### config.mk
export PLATFORM = sky130hd
export DESIGN_NAME = tmq_cell
export DESIGN_NICKNAME = d
export VERILOG_FILES = /design/src/hdl/tmq_pkg.sv /design/src/hdl/tmq_cell.sv
export SDC_FILE = /design/constraint.sdc
export NUM_CORES = 1
export LEC_CHECK = 0
export BUFFER_PORTS_ARGS = -buffer_cell sky130_fd_sc_hd__buf_4
export CAP_MARGIN = 20
export CORE_MARGIN = 2
export CORE_UTILIZATION = 47
export DETAILED_ROUTE_END_ITERATION = 7
export PLACE_DENSITY = 0.83
export SLEW_MARGIN = 10
export SYNTH_ARGS = -nofsm -noshare
export SYNTH_HDL_FRONTEND = slang
export SYNTH_SLANG_ARGS = --single-unit
### constraint.sdc
create_clock -name clk -period 3.2 [get_ports clk]
set_input_delay 0.16 -clock clk [delete_from_list [all_inputs] [get_ports clk]]
set_output_delay 0.16 -clock clk [all_outputs]
set_load 0.03 [all_outputs]
### src/hdl/tmq_pkg.sv
// ----------------------------------------------------------------------------
// tmq_pkg: shared types and codes of the tagged message match queue
// Request codes, the store record and the fetch filter handed to every cell.
// ----------------------------------------------------------------------------
`default_nettype none

package tmq_pkg;

	// request kinds carried on the input tuser
	localparam logic ACT_STORE = 1'b0;
	localparam logic ACT_FETCH = 1'b1;

	// fixed field widths of the stream payload
	localparam int SLOT_W  = 5;
	localparam int SRC_W   = 6;
	localparam int TAG_W   = 16;
	localparam int SEQIN_W = 32;
	localparam int SIZE_W  = 16;
	localparam int ROOM_W  = 20;

	// packet written into one slot by a store request
	typedef struct packed {
		logic               is_tail;
		logic [SRC_W-1:0]   source_host;
		logic [TAG_W-1:0]   packet_tag;
		logic [SEQIN_W-1:0] seq_number;
		logic [SIZE_W-1:0]  packet_size;
	} tmq_store_t;

	// source and tag filter of a fetch request
	typedef struct packed {
		logic             any_source;
		logic [SRC_W-1:0] want_source;
		logic             any_tag;
		logic [TAG_W-1:0] want_tag;
	} tmq_filter_t;

endpackage

`default_nettype wire

### src/hdl/tmq_cell.sv
// ----------------------------------------------------------------------------
// tmq_cell: one slot of the match queue
// Holds one packet and merges it into the best candidate passed along the row.
// ----------------------------------------------------------------------------
`default_nettype none

module tmq_cell import tmq_pkg::*; #(
	parameter int SLOT_INDEX = 0,
	parameter int IDX_W      = 5,
	parameter int HOST_BITS  = 6,
	parameter int SEQ_BITS   = 32
) (
	input  wire logic                 clk,
	input  wire logic                 arst_n,
	input  wire logic                 wr_en,
	input  wire logic                 clr_en,
	input  wire tmq_store_t           store,
	input  wire tmq_filter_t          filter,
	input  wire logic                 in_valid,
	input  wire logic [SEQ_BITS-1:0]  in_seq,
	input  wire logic [IDX_W-1:0]     in_idx,
	input  wire logic [HOST_BITS-1:0] in_src,
	input  wire logic [TAG_W-1:0]     in_tag,
	input  wire logic [SIZE_W-1:0]    in_size,
	input  wire logic                 in_tail,
	output logic                      out_valid,
	output logic [SEQ_BITS-1:0]       out_seq,
	output logic [IDX_W-1:0]          out_idx,
	output logic [HOST_BITS-1:0]      out_src,
	output logic [TAG_W-1:0]          out_tag,
	output logic [SIZE_W-1:0]         out_size,
	output logic                      out_tail
);

	localparam logic [IDX_W-1:0] OWN_IDX = IDX_W'(SLOT_INDEX);

	logic                 occupied_q;
	logic                 tail_q;
	logic [HOST_BITS-1:0] src_q;
	logic [TAG_W-1:0]     tag_q;
	logic [SEQ_BITS-1:0]  seq_q;
	logic [SIZE_W-1:0]    size_q;
	logic                 match;
	logic [SEQ_BITS-1:0]  bound;
	logic                 take;

	// slot occupancy
	always_ff @(posedge clk or negedge arst_n) begin
		if (!arst_n) begin
			occupied_q <= 1'b0;
		end else if (wr_en) begin
			occupied_q <= 1'b1;
		end else if (clr_en) begin
			occupied_q <= 1'b0;
		end
	end

	// slot contents
	always_ff @(posedge clk) begin
		if (wr_en) begin
			tail_q <= store.is_tail;
			src_q  <= HOST_BITS'(store.source_host);
			tag_q  <= store.packet_tag;
			seq_q  <= SEQ_BITS'(store.seq_number);
			size_q <= store.packet_size;
		end
	end

	// filter test and strict compare against the best so far
	always_comb begin
		match = occupied_q
			&& (filter.any_source || (16'(src_q) == 16'(filter.want_source)))
			&& (filter.any_tag || (tag_q == filter.want_tag));
		bound = in_valid ? in_seq : '1;
		take  = match && (seq_q < bound);
	end

	// candidate handed to the next cell
	always_ff @(posedge clk or negedge arst_n) begin
		if (!arst_n) begin
			out_valid <= 1'b0;
		end else begin
			out_valid <= take || in_valid;
		end
	end

	always_ff @(posedge clk) begin
		if (take) begin
			out_seq  <= seq_q;
			out_idx  <= OWN_IDX;
			out_src  <= src_q;
			out_tag  <= tag_q;
			out_size <= size_q;
			out_tail <= tail_q;
		end else begin
			out_seq  <= in_seq;
			out_idx  <= in_idx;
			out_src  <= in_src;
			out_tag  <= in_tag;
			out_size <= in_size;
			out_tail <= in_tail;
		end
	end

endmodule

`default_nettype wire

==> impl_metrics.toml <==
[outcome]
status = "completed"

[finish]
drive_above_1_share_pct = 44.3
layout.nets = 997
syn2layout_area_growth_pct = 71.0

[routing]
vias = 4743
via_per_inst = 4.87
detail-route-antenna-nets = 0
drt_pass1_iterations = 4
routedWlPerCell_um = 18.6
drt_iter0_markers = 235
routed_wl_mm = 18.1
drcViolationCount = 0

[timing]
finalHoldViolations = 0
setup_violations = 0
hold-worst-slack_ns = 0.0359
tightest_slew_ns = 1.01
drv_slew = 0
max_freq_mhz = 358
tns_ns = 0
post-route-min-period_ns = 2.80
clock_skew_ns = 0.0104
slew_headroom_pct = 32.5
period_share_pct = 87.4
rsz0062_at_grt = "false"

[synthesis]
synth-main-ff-cell = "dfxtp_1"
ys_ff_latch = 149
synth_cells = 380
synth_top_area_share_pct = 36.5
syn_nets = 587
synth.most_common_cell = "dfxtp_1"
async_reset_ff_share_pct = 1.34
syn-cell-area_mm2 = 0.00584
yosysSeqAreaShare_pct = 63.5
yosysUniqueCellTypes = 36
ys_top_cells_by_count = "dfxtp_1, edfxtp_1, mux2_2"
yosys-top-cells-area = "edfxtp_1, dfxtp_1, mux2_2"
synth_area_per_cell_um2 = 15.4
synth_top_cell_by_area = "edfxtp_1"
synth_edf_count = 71
yosysWarnings = 0

[cts]
post_cts.repair.setup_buffers = 0
root_buffer = "clkbuf_16"
ctsHtreeMaxLevel = 4
cts_inserted_buffers = 17
path_clk_slew_ns = 0.06
cts_sinks = 149
cts_tree = "yes"
ctsHoldBuffers = 148
ctsResizeCount = 0
clkLatencyLatePin_ns = 0.42
clockBufferDepth = 2

[hold_path]
min_path_cells = 3
min-delay-path-class = "in2reg"
min_from = "clr_en"
min_to = "occupied_q"

[job]
drv_cap = 0

[global_route]
grt_max_degree = 73
grt_util_all_layers_pct = 28.0
grt_pass1_vias = 5325
grt-ovfl-total = 0
grt_pass1_wl_mm = 27.2
antenna_found_initial = 2

[die]
coreArea_mm2 = 0.0121
ios = 253
initial_utilization_pct = 48.4
rows = 40
fp.dieH_um = 115
die_width_um = 115
die_area_mm2 = 0.0133

[power_and_ir_drop]
p_leak_nw = 4.39
irDropWorstVdd_mv = 0.516
power_density_mw_per_mm2 = 527

[placed_design]
gp_congestion = 0.780
hpwl_mm = 10.2
port_buffers = 252

[setup_path]
required_ns = 3.51
start_kind = "primary input"
critical_path.max_stage_delay_ns = 0.55
r2r_slack_ns = 0.42
path_class = "in2reg"
timing.rr.end = "out_tag[11]"
setup.worst_path.end_class = "register"
slowest_stage = "dlygate4sd3_1"
cp_max_fo = 60
path_cells = "dlygate4sd3_1 > buf_4 > nor2b_1 > ha_1 > nand3_1 > nor3_1 > a221oi_1 > o2111ai_1 > a211oi_4 > buf_12 > mux2_2"
r2r-start = "tag_q[5]"
crit_arrival_ns = 3.10
r2r_cells = 7
==> metal layers <==
layer	GRT usage, %	up-vias	routed length (µm)
met4	14.3	0	677
met3	10.0	52	1330
met5	0	-	0
met1	28.6	2261	6510
met2	50.3	223	9620
li1	-	2207	-
==> worst max path at each step <==
stage / from / end / slack (ns) / depth (start not counted)
floorplan: in_valid / out_seq[10] / 0.80 / 11
global placement: in_valid / out_size[8] / 0.49 / 9
detailed placement: in_valid / out_size[6] / 0.40 / 9
CTS: in_seq[2] / out_tag[12] / 0.48 / 10
global route: in_seq[7] / out_tag[11] / 0.33 / 11
finish: in_seq[28] / out_tag[11] / 0.40 / 11
==> where the power goes <==
part | switching (W) | internal, W | total, W | leakage [nW]
Clock | 0.000783 | 0.00127 | 0.00205 | 0.285
Sequential | 0.0000767 | 0.00217 | 0.00225 | 1.36
Combinational | 0.000441 | 0.000518 | 0.000959 | 2.75
Total | 0.00130 | 0.00396 | 0.00526 | 4.39
==> layout make-up <==
class / count / area (µm²)
Antenna cell: 2 / 5.00
Clock buffer: 20 / 458
Clock inverter: 12 / 151
Fill cell: 595 / 2080
Inverter: 2 / 7.51
Multi-Input combinational cell: 218 / 2040
Sequential cell: 149 / 3700
Tap cell: 168 / 210
Timing Repair Buffer: 402 / 3400
==> worst max-delay path, delay by kind of cell <==
| kind | cells | cell delay (ns) |
|---|---|---|
| mux | 1 | 0.40 |
| compound gates | 3 | 0.79 |
| buf+inv | 3 | 1.04 |
| simple gates | 3 | 0.36 |
| fa+ha+maj | 1 | 0.30 |
==> layout by cell type, fill, tap and decap left out, drive strengths merged, types with 3 or more instances in the layout <==
cell type,synthesis,final
buf,8,254
dlygate4sd3,0,148
dfxtp,76,76
edfxtp,71,71
mux2,71,71
nor2b,37,37
ha,31,31
clkbuf,3,20
xor2,18,18
a21oi,13,13
nand2,8,8
a21o,5,5
o21ai,4,4
xnor2,4,4
nor4,4,4
clkinvlp,0,4
clkinv,0,4
nand3,3,3
nor2,3,3
bufinv,0,3
inv,2,3
==> flip-flops by register name, summed over array words and instances (netlist names), 5 cells and up <==
register / cells
out_src: 6
size_q: 16
out_tag: 16
tag_q: 16
out_seq: 32
seq_q: 32
src_q: 6
out_idx: 5
out_size: 16
==> cells by family after synthesis <==
group / synth area share [%]
xor+xnor: 3.30
simple gates: 6.24
fa+ha+maj: 6.65
flops: 63.5
compound gates: 3.45
mux: 15.2
buf+inv: 1.65
==> metrics by stage <==
| step | total power [W] | setup WS (ns) | cell area, µm² | cells | utilization [%] |
|---|---|---|---|---|---|
| after floorplan | 0.00267 | 0.803 | 5840 | 380 | - |
| after global placement | 0.00304 | 0.491 | 7880 | 791 | 65.4 |
| after detailed placement | 0.00306 | 0.400 | 7880 | 791 | 65.4 |
| after CTS | 0.00524 | 0.478 | 9970 | 971 | 82.7 |
| after global routing | 0.00544 | 0.326 | 9980 | 973 | 82.7 |
| final | 0.00526 | 0.403 | 9980 | 973 | 82.7 |
Note: power is estimated with default switching activity, not from simulation.
